[src/rlebsd_pkg.sv]
package rlebsd_pkg;

    localparam logic [1:0] MODE_HEADER  = 2'd0;
    localparam logic [1:0] MODE_LITERAL = 2'd1;
    localparam logic [1:0] MODE_REPEAT  = 2'd2;

    localparam logic [7:0] LITERAL_FLAG = 8'h80;
    localparam logic [7:0] COUNT_MASK   = 8'h7f;

    localparam logic [1:0] CNT_ONE = 2'd1;
    localparam logic [1:0] CNT_TWO = 2'd2;

    // controller -> datapath
    typedef struct packed {
        logic accept;
        logic step;
    } cmd_t;

    // datapath -> controller
    typedef struct packed {
        logic run_start;
        logic run_final;
        logic out_valid;
    } status_t;

endpackage

[src/rlebsd_ctrl.sv]
module rlebsd_ctrl (
    input  logic               clk,
    input  logic               rst_n,
    input  logic               in_valid,
    output logic               in_stall,
    input  logic               out_stall,
    input  rlebsd_pkg::status_t status,
    output rlebsd_pkg::cmd_t    cmd
);
    import rlebsd_pkg::*;

    localparam logic ST_IDLE = 1'b0;
    localparam logic ST_RUN  = 1'b1;

    logic state_reg;
    logic state_next;
    logic out_free;

    assign out_free = !status.out_valid || !out_stall;

    always_comb
    begin
        state_next = state_reg;
        cmd.accept = 1'b0;
        cmd.step   = 1'b0;
        in_stall   = 1'b1;
        case (state_reg)
            ST_IDLE:
            begin
                in_stall   = !out_free;
                cmd.accept = in_valid && out_free;
                if (cmd.accept && status.run_start)
                begin
                    state_next = ST_RUN;
                end
            end
            ST_RUN:
            begin
                cmd.step = out_free;
                if (out_free && status.run_final)
                begin
                    state_next = ST_IDLE;
                end
            end
            default:
            begin
                state_next = ST_IDLE;
            end
        endcase
    end

    always_ff @(posedge clk or negedge rst_n)
    begin
        if (!rst_n)
        begin
            state_reg <= ST_IDLE;
        end
        else
        begin
            state_reg <= state_next;
        end
    end

endmodule

[src/rlebsd_datapath.sv]
module rlebsd_datapath (
    input  logic                clk,
    input  logic                rst_n,
    input  logic [7:0]          data_byte,
    input  logic                stream_end,
    input  logic                out_stall,
    input  rlebsd_pkg::cmd_t    cmd,
    output rlebsd_pkg::status_t status,
    output logic                out_valid,
    output logic [7:0]          first_byte,
    output logic [7:0]          second_byte,
    output logic [1:0]          byte_count,
    output logic                run_last
);
    import rlebsd_pkg::*;

    logic [1:0] mode_reg;
    logic [1:0] mode_next;
    logic [6:0] rem_reg;
    logic [6:0] rem_next;
    logic [7:0] rep_byte_reg;
    logic [7:0] rep_byte_next;
    logic [6:0] left_reg;
    logic [6:0] left_next;
    logic       out_valid_reg;
    logic       out_valid_next;
    logic [7:0] first_reg;
    logic [7:0] first_next;
    logic [7:0] second_reg;
    logic [7:0] second_next;
    logic [1:0] count_reg;
    logic [1:0] count_next;
    logic       last_reg;
    logic       last_next;
    logic       take_two;
    logic       load;

    assign take_two = (left_reg >= 7'd2);

    always_comb
    begin
        mode_next      = mode_reg;
        rem_next       = rem_reg;
        rep_byte_next  = rep_byte_reg;
        left_next      = left_reg;
        first_next     = first_reg;
        second_next    = second_reg;
        count_next     = count_reg;
        last_next      = last_reg;
        load           = 1'b0;

        if (cmd.accept)
        begin
            case (mode_reg)
                MODE_LITERAL:
                begin
                    load        = 1'b1;
                    first_next  = data_byte;
                    second_next = 8'd0;
                    count_next  = CNT_ONE;
                    last_next   = 1'b1;
                    if (rem_reg > 7'd1)
                    begin
                        rem_next = rem_reg - 7'd1;
                    end
                    else
                    begin
                        rem_next  = 7'd0;
                        mode_next = MODE_HEADER;
                    end
                end
                MODE_REPEAT:
                begin
                    rep_byte_next = data_byte;
                    left_next     = rem_reg;
                    rem_next      = 7'd0;
                    mode_next     = MODE_HEADER;
                end
                default:
                begin
                    rem_next = data_byte[6:0] & COUNT_MASK[6:0];
                    if ((data_byte & LITERAL_FLAG) != 8'd0)
                    begin
                        mode_next = (rem_next != 7'd0) ? MODE_LITERAL : MODE_HEADER;
                    end
                    else
                    begin
                        mode_next = MODE_REPEAT;
                    end
                end
            endcase
            if (stream_end)
            begin
                mode_next = MODE_HEADER;
                rem_next  = 7'd0;
            end
        end

        if (cmd.step)
        begin
            load        = 1'b1;
            first_next  = rep_byte_reg;
            second_next = take_two ? rep_byte_reg : 8'd0;
            count_next  = take_two ? CNT_TWO : CNT_ONE;
            last_next   = (left_reg <= 7'd2);
            left_next   = take_two ? (left_reg - 7'd2) : (left_reg - 7'd1);
        end

        if (load)
        begin
            out_valid_next = 1'b1;
        end
        else if (!out_stall)
        begin
            out_valid_next = 1'b0;
        end
        else
        begin
            out_valid_next = out_valid_reg;
        end
    end

    always_ff @(posedge clk or negedge rst_n)
    begin
        if (!rst_n)
        begin
            mode_reg      <= MODE_HEADER;
            rem_reg       <= 7'd0;
            left_reg      <= 7'd0;
            out_valid_reg <= 1'b0;
        end
        else
        begin
            mode_reg      <= mode_next;
            rem_reg       <= rem_next;
            left_reg      <= left_next;
            out_valid_reg <= out_valid_next;
        end
    end

    always_ff @(posedge clk)
    begin
        rep_byte_reg <= rep_byte_next;
        first_reg    <= first_next;
        second_reg   <= second_next;
        count_reg    <= count_next;
        last_reg     <= last_next;
    end

    assign status.run_start = (mode_reg == MODE_REPEAT) && (rem_reg != 7'd0);
    assign status.run_final = (left_reg <= 7'd2);
    assign status.out_valid = out_valid_reg;

    assign out_valid   = out_valid_reg;
    assign first_byte  = first_reg;
    assign second_byte = second_reg;
    assign byte_count  = count_reg;
    assign run_last    = last_reg;

endmodule

[src/rle_byte_stream_decoder_top.sv]
// Run-length byte decoder. One compressed byte per request on the input side;
// a header (bit 7 = literal flag, low 7 bits = count L) is followed by L literal
// bytes, or by one value byte that expands to L copies. Results carry one or two
// bytes each. Headers and literal bytes never stall the input unless the output
// register is full and stalled. A repeat value of length L holds the input
// stalled while it expands into ceil(L/2) results, at most 64, one result per
// cycle from the expansion counter while the output is not stalled. stream_end
// resets the parser to expect a header after its byte is handled.
module rle_byte_stream_decoder_top (
    input  logic       clk,
    input  logic       rst_n,
    input  logic       in_valid,
    output logic       in_stall,
    input  logic [7:0] data_byte,
    input  logic       stream_end,
    output logic       out_valid,
    input  logic       out_stall,
    output logic [7:0] first_byte,
    output logic [7:0] second_byte,
    output logic [1:0] byte_count,
    output logic       run_last
);
    import rlebsd_pkg::*;

    cmd_t    cmd;
    status_t status;

    rlebsd_ctrl u_ctrl (
        .clk       (clk),
        .rst_n     (rst_n),
        .in_valid  (in_valid),
        .in_stall  (in_stall),
        .out_stall (out_stall),
        .status    (status),
        .cmd       (cmd)
    );

    rlebsd_datapath u_dp (
        .clk         (clk),
        .rst_n       (rst_n),
        .data_byte   (data_byte),
        .stream_end  (stream_end),
        .out_stall   (out_stall),
        .cmd         (cmd),
        .status      (status),
        .out_valid   (out_valid),
        .first_byte  (first_byte),
        .second_byte (second_byte),
        .byte_count  (byte_count),
        .run_last    (run_last)
    );

endmodule

[config.mk]
export PLATFORM = sky130hd
export DESIGN_NAME = rle_byte_stream_decoder_top
export DESIGN_NICKNAME = d
export VERILOG_FILES = /design/src/rlebsd_pkg.sv /design/src/rlebsd_ctrl.sv /design/src/rlebsd_datapath.sv /design/src/rle_byte_stream_decoder_top.sv
export SDC_FILE = /design/constraint.sdc
export NUM_CORES = 1
export LEC_CHECK = 0
export ABC_CLOCK_PERIOD_IN_PS = 2800
export BUFFER_PORTS_ARGS = -buffer_cell sky130_fd_sc_hd__clkbuf_2
export CAP_MARGIN = 10
export CELL_PAD_IN_SITES_DETAIL_PLACEMENT = 1
export CELL_PAD_IN_SITES_GLOBAL_PLACEMENT = 2
export CORE_MARGIN = 2
export CORE_UTILIZATION = 37
export CTS_CLUSTER_DIAMETER = 30
export DETAILED_ROUTE_END_ITERATION = 12
export PLACE_DENSITY = 0.79
export SLEW_MARGIN = 20
export SYNTH_ARGS = -nofsm -noshare
export SYNTH_HDL_FRONTEND = slang
export SYNTH_HIERARCHICAL = 1
export SYNTH_SLANG_ARGS = --single-unit
[constraint.sdc]
create_clock -name clk -period 2.8 [get_ports clk]
set_input_delay 0.28 -clock clk [delete_from_list [all_inputs] [get_ports clk]]
set_output_delay 0.28 -clock clk [all_outputs]
set_load 0.01 [all_outputs]
==> impl_metrics.ini <==
[routing]
drt-total-wl_um = 5650
vias = 1739
ant_nets = 0
first_pass_iters = 4
drtIter0Drc = 60
via_per_inst = 5.43
drc = 0
routedWlPerCell_um = 17.6

[place]
place_ws_ps = 661
portBuffers = 33
dp_cells = 311
place_hpwl_um = 4240
globalplace.congestion = 0.811

[floorplanning]
die_area_um2 = 6940
die_w_um = 83.3
rows = 28
start_util_pct = 38.8
boundaryPins = 34
core_area_um2 = 5990
die_y_um = 83.3

[setup_path]
r2r_cells = 6
reg2reg_from = u_dp/out_valid
cp-start-kind = register
worstPathRequired_ps = 3020
critical_path_class = register to register
cp-end-kind = register
cp-endpoint = u_dp/left_reg[6]
crit_path_max_fanout = 20
crit_start = u_dp/out_valid
arrival_ps = 2320
rrSetupSlack_ps = 700
reg2reg_to = u_dp/left_reg[6]

[cts]
cts_setup_buffers = 0
clock_path_buffers = 2
cts_buffers = 5
tritoncts = done
clockRootBuffer = clkbuf_8
clk_latency_ps = 300
cts_hold_buf = 1
cts.clk_slew.worst_paths_ps = 90
cts.sinks = 45
cts.htree.levels = 2
cts_resized = 0

[sta]
fmax_ghz = 0.477
setup_ws_ps = 704
worst_pin_slew_ps = 641
finClkSkew_ps = 11.3
setup_violations = 0
finalHoldViolCount = 0
slew_viol_final = 0
hold_slack_ps = 203
final.period_utilization_pct = 74.9
fin_crit_ps = 2100
timing.slew.headroom_pct = 57.2
fin_setup_tns_ps = 0
rsz0062_at_grt = false

[layout]
layout.nets = 265
insertedDiodeCount = 0
layout-drive-gt1-share_pct = 24.9
fin_cells = 320
final-seq-area_um2 = 1260
multi_input_area_um2 = 978
fill_cells = 684
syn_to_final_growth_pct = 16.2
final_cell_mix = clkbuf_2, edfxtp_1, dfrtp_1
final_common_cell = clkbuf_2

[outcome]
outcome = completed

[synthesis]
syn_inst = 207
synth.distinct_cells = 49
synth_enable_flop_cells = 27
synth_flop_cell = edfxtp_1
yosys_register_bits = 45
syn-cell-area_um2 = 2330
yosys_warnings = 6
async_flop_share_pct = 40.0
synth_fp_nets = 228
yosysSeqAreaShare_pct = 54.2
synth_area_per_cell_um2 = 11.2

[power_and_ir_drop]
p_int_mw = 1.84
p_leak_nw = 1.15
powerDensity_nw_per_um2 = 1130
seq_power_share_pct = 39.9
p_sw_mw = 1.22
pwr-share-comb_pct = 43.9
p_total_mw = 3.06
p_sw_share_pct = 39.8
ir_drop_mv = 0.427
p_clk_share_pct = 16.1

[global_route]
grt_max_degree = 21
grt_pass1_wl_um = 9180
globalRouteOverflowTotal = 0
antenna_found_initial = 0
grt_pass1_vias = 1778
grt.total_usage_pct = 16.4

[worst_hold_path]
min_path_type = input pin to register

[job]
max_cap_viol_count = 0
[final cells by class]
| cell class | instances | area share [%] |
|---|---|---|
| Inverter | 15 | 2.08 |
| Sequential cell | 45 | 46.7 |
| Multi-Input combinational cell | 139 | 36.2 |
| Tap cell | 75 | 3.47 |
| Clock inverter | 2 | 1.30 |
| Timing Repair Buffer | 38 | 7.59 |
| Clock buffer | 6 | 2.69 |
[metrics by stage]
step | util [%] | instance area [um^2]
after floorplan | - | 2330
after global placement | 43.1 | 2580
after detailed placement | 43.1 | 2580
after CTS | 45.1 | 2700
after global routing | 45.1 | 2700
final | 45.1 | 2700
[cells in the mapped netlist (4+ instances only)]
cell / n / area share [%]
o21ai_1: 6 / 1.3
nand3_1: 9 / 1.9
inv_1: 15 / 2.4
a21oi_1: 9 / 1.9
mux2_2: 10 / 4.8
and2_1: 9 / 2.4
nand2_1: 15 / 2.4
a21o_1: 6 / 1.9
clkbuf_1: 6 / 0.97
nor2_1: 10 / 1.6
nor3_1: 5 / 1.1
dfrtp_1: 18 / 19
o21ai_0: 4 / 0.86
nor4_1: 4 / 1.1
ha_1: 8 / 4.3
edfxtp_1: 27 / 35
[kinds of logic after synthesis]
kind of cell | share of synthesized area [%]
buf+inv | 3.87
simple gates | 16.2
fa+ha+maj | 4.30
compound gates | 14.9
flops | 54.2
xor+xnor | 0.377
mux | 6.13
[power by group through the flow]
stage / Clock (mW) / Combinational, mW / Sequential [mW]
2_1_floorplan: 0 / 0.888 / 1.24
3_3_place_gp: 0 / 1.32 / 1.22
3_5_place_dp: 0 / 1.35 / 1.24
4_1_cts: 0.503 / 1.36 / 1.22
5_1_grt: 0.527 / 1.50 / 1.25
6_report: 0.493 / 1.34 / 1.22
[how the worst min path moves through the flow]
stage,startpoint,end,cells after the start
floorplan,rst_n,u_ctrl/state_reg,0
global route,data_byte[7],u_dp/rep_byte_reg[7],1
finish,data_byte[7],u_dp/rep_byte_reg[7],1
CTS,data_byte[7],u_dp/rep_byte_reg[7],1
global placement,rst_n,u_dp/rem_reg[3],1
detailed placement,rst_n,u_dp/rem_reg[3],1
[worst max-delay path: stages (launching register included)]
cell     delay, ps
dfrtp_1        440
a21oi_1        270
and2_2         440
nand2_1        220
inv_1          340
nand2_1        100
a32oi_1        190
[per-layer routing]
metal | global-route usage [%] | part of all wire [%] | vias up
met5 | 0 | 0 | -
met4 | 3.13 | 0.76 | 0
met3 | 3.08 | 3.9 | 5
met2 | 28.7 | 50 | 38
met1 | 21.4 | 45 | 868
li1 | - | - | 828
(Power assumes the default switching activity.)
